**config.mk**
```make
export PLATFORM = sky130hd
export DESIGN_NAME = jac3d_ctrl
export DESIGN_NICKNAME = d
export VERILOG_FILES = /design/src/rtl/jac3d_pkg.sv /design/src/rtl/jac3d_ctrl.sv
export SDC_FILE = /design/constraint.sdc
export NUM_CORES = 1
export LEC_CHECK = 0
export ABC_AREA = 1
export BUFFER_PORTS_ARGS = -buffer_cell sky130_fd_sc_hd__buf_2
export CORE_AREA = 2 2 39 41
export CTS_BUF_LIST = sky130_fd_sc_hd__clkbuf_4 sky130_fd_sc_hd__clkbuf_8
export CTS_CLUSTER_SIZE = 8
export DETAILED_ROUTE_END_ITERATION = 8
export DIE_AREA = 0 0 41 43
export PLACE_DENSITY = 0.54
export SETUP_SLACK_MARGIN = 0.05
export SYNTH_ARGS = -nofsm -noshare
export SYNTH_HDL_FRONTEND = slang
export SYNTH_SLANG_ARGS = --single-unit
```
**constraint.sdc**
```tcl
create_clock -name clk -period 1.4 [get_ports clk]
set_input_delay 0.07 -clock clk [delete_from_list [all_inputs] [get_ports clk]]
set_output_delay 0.07 -clock clk [all_outputs]
set_load 0.01 [all_outputs]
```
**src/rtl/jac3d_pkg.sv**
```systemverilog
// ============================================================================
// Jacobi 3D sweep package
// Shared constants, payload structs and controller/datapath signal groups.
// ============================================================================
package jac3d_pkg;

    localparam int MAX_EDGE_DEF = 16;

    localparam int SIZE_W  = 5;
    localparam int H2_W    = 32;
    localparam int VAL_W   = 32;
    localparam int IDX_W   = 12;
    localparam int ACT_W   = 2;
    localparam int CFG_IDX_W = 2;

    // Arithmetic widths of the sweep.
    localparam int SUM_W     = 38;
    localparam int DIV_W     = 36;
    localparam int DIV_DIGITS = 6;

    localparam logic [ACT_W-1:0] ACT_LOAD_RHS = 2'd0;
    localparam logic [ACT_W-1:0] ACT_LOAD_SOL = 2'd1;
    localparam logic [ACT_W-1:0] ACT_SWEEP    = 2'd2;
    localparam logic [ACT_W-1:0] ACT_READ     = 2'd3;

    localparam logic [CFG_IDX_W-1:0] CFG_SIZE_I  = 2'd0;
    localparam logic [CFG_IDX_W-1:0] CFG_SIZE_J  = 2'd1;
    localparam logic [CFG_IDX_W-1:0] CFG_SIZE_K  = 2'd2;
    localparam logic [CFG_IDX_W-1:0] CFG_STEP_SQ = 2'd3;

    typedef struct packed {
        logic [ACT_W-1:0]        action;
        logic [IDX_W-1:0]        point_index;
        logic signed [VAL_W-1:0] sample_value;
    } item_t;

    typedef struct packed {
        logic signed [VAL_W-1:0] read_value;
        logic                    index_error;
    } result_t;

    typedef struct packed {
        logic accept;
        logic clear_step;
        logic exec_op;
        logic issue;
        logic sum_go;
        logic div_start;
        logic write_pt;
        logic result_go;
    } dp_cmd_t;

    typedef struct packed {
        logic clear_last;
        logic fetch_last;
        logic point_last;
        logic div_done;
    } dp_stat_t;

endpackage

```
**src/rtl/jac3d_ctrl.sv**
```systemverilog
// ============================================================================
// Jacobi 3D sweep controller
// Sequences the clearing pass, single-point items and the per-point sweep.
// ============================================================================
module jac3d_ctrl
    import jac3d_pkg::*;
(
    input  logic     clk,
    input  logic     rst_n,
    input  logic     start,
    input  logic     sweep_req,
    input  dp_stat_t stat,
    output dp_cmd_t  cmd,
    output logic     busy,
    output logic     done
);

    typedef enum logic [3:0] {
        S_CLEAR,
        S_IDLE,
        S_OP,
        S_FIN,
        S_FETCH,
        S_DRAIN,
        S_SUM,
        S_DIVGO,
        S_DIVW,
        S_WRITE
    } state_t;

    state_t state_reg;
    state_t state_next;
    logic   done_reg;

    always_comb
    begin
        cmd        = '0;
        state_next = state_reg;
        case (state_reg)
            S_CLEAR:
            begin
                cmd.clear_step = 1'b1;
                if (stat.clear_last)
                begin
                    state_next = S_IDLE;
                end
            end
            S_IDLE:
            begin
                if (start)
                begin
                    cmd.accept = 1'b1;
                    state_next = sweep_req ? S_FETCH : S_OP;
                end
            end
            S_OP:
            begin
                cmd.exec_op = 1'b1;
                state_next  = S_FIN;
            end
            S_FIN:
            begin
                cmd.result_go = 1'b1;
                state_next    = S_IDLE;
            end
            S_FETCH:
            begin
                cmd.issue = 1'b1;
                if (stat.fetch_last)
                begin
                    state_next = S_DRAIN;
                end
            end
            S_DRAIN:
            begin
                state_next = S_SUM;
            end
            S_SUM:
            begin
                cmd.sum_go = 1'b1;
                state_next = S_DIVGO;
            end
            S_DIVGO:
            begin
                cmd.div_start = 1'b1;
                state_next    = S_DIVW;
            end
            S_DIVW:
            begin
                if (stat.div_done)
                begin
                    state_next = S_WRITE;
                end
            end
            S_WRITE:
            begin
                cmd.write_pt = 1'b1;
                state_next   = stat.point_last ? S_FIN : S_FETCH;
            end
            default:
            begin
                state_next = S_IDLE;
            end
        endcase
    end

    always_ff @(posedge clk or negedge rst_n)
    begin
        if (!rst_n)
        begin
            state_reg <= S_CLEAR;
            done_reg  <= 1'b0;
        end
        else
        begin
            state_reg <= state_next;
            done_reg  <= (state_reg == S_FIN);
        end
    end

    assign busy = (state_reg != S_IDLE);
    assign done = done_reg;

endmodule

```
==> impl_results.md <==
- Initial core utilization: between 20 and 30%
- PD cells: about 2100 nW/um^2
- Tot Pwr: 1337 uW
- Worst-Skew Late Latency: around 0.24 ns
- WL/cell: a little under 10 um
- Period utilisation layout: about 93%
- DRC viols: 0
- CP max-delay cell: dfrtp_2
- Final antenna diode count: 0
- Fraction of registers with async set/reset: 100.0%
- Reg-to-Reg End: state_reg[0]
- Fin. Hold Viols: 0
- Achievable Freq: between 0.7 and 0.8 GHz
- First-pass GRT wire length: 1518 um
- Routed via count: 483
- Reg-to-Reg Start: state_reg[3]
- HPWL after DPL: 772.1 um
- Crit start category: flop
- CP required: between 1 and 1.5 ns
- Sequential area share after synthesis: 30.67%
- Total global-route track usage: between 10% and 20%
- DIE AREA: ~1800 sq um
- Leakage: about 0.00040 uW
- Most frequent cell after synthesis: nand2_1
- CP max stage delay: approximately 0.39 ns
- Die W: 41 um
- Util after Layout: 45.75%
- Outcome: completed
- Area contributors post-synth: dfrtp_1 31%, nand2_1 17%, inv_1 10%
- CTS clock-pin slew for the worst setup and hold paths: 0.04 ns
- DR vias/cell: between 4 and 5
- #FFs+latches synth: 5
- ANT nets after route: 0
- Cell at the root of the clock tree: clkbuf_4
- Iteration-0 DRC count of the detailed router: 8
- Post-route minimum period: ~1.3 ns
- Largest fanout on the critical path: 4
- Measured slew at the worst slew-check pin: slightly above 0.2 ns
- Proportion of layout cells with a drive suffix above 1: 52.13%
- Max VDD drop: between 1 and 1.5 mV
- # port buffers: 17
- Die Ht: ~43 um
- Cell Area, Synth: roughly 410 sq um
- Final Max Tran Viols: 0
- Gpl congestion: roughly 0.77
- Yosys top cell area share: roughly 30%
- CTS tree: done
- FP Rows: 14
- Vias in the first global route: roughly 390
- H-tree depth: 1
- Setup_tns: 0 ns
- Number of flops mapped to enable cells by yosys: 0
- Setup Viol. Count Final: 0
- FF-to-FF setup slack: 0.13 ns
- Predominant post-synthesis flop cell: dfrtp_1
- Flip-flop count of the largest register after layout: 4
- Cell variety after synth: 14
- CP cell instances: inv_2 > buf_4 > nor2_2 > nand2_1 > inv_1 > buf_2
- Largest net degree at the start of global routing: 7
- P&R area growth vs syn: 55.21%
- Leading area contributor after synthesis: dfrtp_1
- Clock sink count: 5
- Unrepaired setup endpoints after global routing: true
- Gr ovfl total: 0
- Crit path to: cmd[3]
- DRT Pass-1 Iters: 4
- Aggregate routed wire length: between 1000 and 1500 um
- Crit path from: state_reg[2]
- Syn Nets: a little over 70
- Max_cap viols: 0
- Rel. slew slack: between 80% and 90%
- Kind of critical path: reg2out
- Worst r2r path cells: 8
- Synth warn: 0
- Worst path arrival time: 1.23 ns
- Top cells by count, synth: 18 x nand2_1, 11 x inv_1, 9 x nor2_1
- CP endpoint kind: primary output
- Nets: 103
- Core Box Area: 1384 sq um
- Fillers: between 100 and 150
- I/O pins: 18
- Worst Hold Class: in2reg
- TritonCTS Buffers: 3
- Initial antenna violation count: 0
- Gate Count Post-Synth: 64
- Clock Skew: approximately 0.0023 ns
- Syn avg cell area: 6.373 sq um
- Clock Path Buffers: 2
[cell type report]
class / instances / area, sq um / share of cell area, %
Tap cell: 16 / 20.02 / 3.162
Clock buffer: 4 / 30.03 / 4.743
Multi-Input combinational cell: 46 / 249.0 / 39.33
Inverter: 13 / 51.30 / 8.103
Timing Repair Buffer: 26 / 155.1 / 24.51
Sequential cell: 5 / 127.6 / 20.16
[routing by layer]
metal  global-route usage (%)  vias to the layer above  share of wire, %
met5                        0                        -                 0
met3                    4.712                        2               5.0
met4                    6.000                        0               1.8
li1                         -                      251                 -
met1                    15.46                      214                37
met2                    20.31                       16                56
[where the power goes]
group	internal [uW]	leakage, uW	switching [uW]
clock	127	0.0000184	55.7
sequential	204	0.0000620	62.1
combinational	371	0.000316	517
[through the flow]
| step | hold slack [ns] | cell area [sq um] | cells | setup WS, ns |
|---|---|---|---|---|
| after floorplan | -0.2256 | 407.9 | 64 | 0.2794 |
| after global placement | -0.1143 | 513.0 | 97 | 0.1872 |
| after detailed placement | -0.1133 | 513.0 | 97 | 0.1941 |
| after CTS | 0.1061 | 558.0 | 102 | 0.06084 |
| after global routing | 0.1043 | 633.1 | 110 | 0.01403 |
| final | 0.1028 | 633.1 | 110 | 0.1040 |
[timing repair]
action                                  in CTS  in global routing
gates resized for setup                      1                  8
hold endpoints to repair                     5                  0
setup buffers                                0                  8
hold buffers                                 1                  0
pin swaps                                    0                  1
endpoints found under the setup margin       1                  4
[worst max-delay path, delay by kind of cell, from the launching register on]
family        cells  cell delay (ns)
flops             1             0.39
buf+inv           4             0.37
simple gates      2             0.22
[how the worst min path moves through the flow]
stage	startpoint	end	slack, ns	cells after the start
floorplan	rst_n	done	-0.23	0
global placement	rst_n	done	-0.11	1
detailed placement	rst_n	done	-0.11	1
CTS	stat[2]	state_reg[2]	0.11	4
global route	stat[2]	state_reg[2]	0.10	4
finish	stat[2]	state_reg[2]	0.10	4
[logic make-up after synthesis]
| family | Yosys count | synth area share, % |
|---|---|---|
| AOI/OAI and AO/OA | 7 | 12.27 |
| buffers and inverters | 13 | 11.96 |
| DFF | 5 | 30.67 |
| and+or+nand+nor | 39 | 45.09 |
[placed cells by master, fill, tap and decap left out, drive strengths merged]
| master | n |
|---|---|
| o21ai | 4 |
| buf | 25 |
| o21bai | 1 |
| nor2 | 14 |
| clkbuf | 4 |
| dlygate4sd3 | 1 |
| nand3 | 2 |
| o211ai | 2 |
| dfrtp | 5 |
| nand2 | 23 |
| inv | 13 |
No activity file was read; power rests on OpenSTA's default activity.
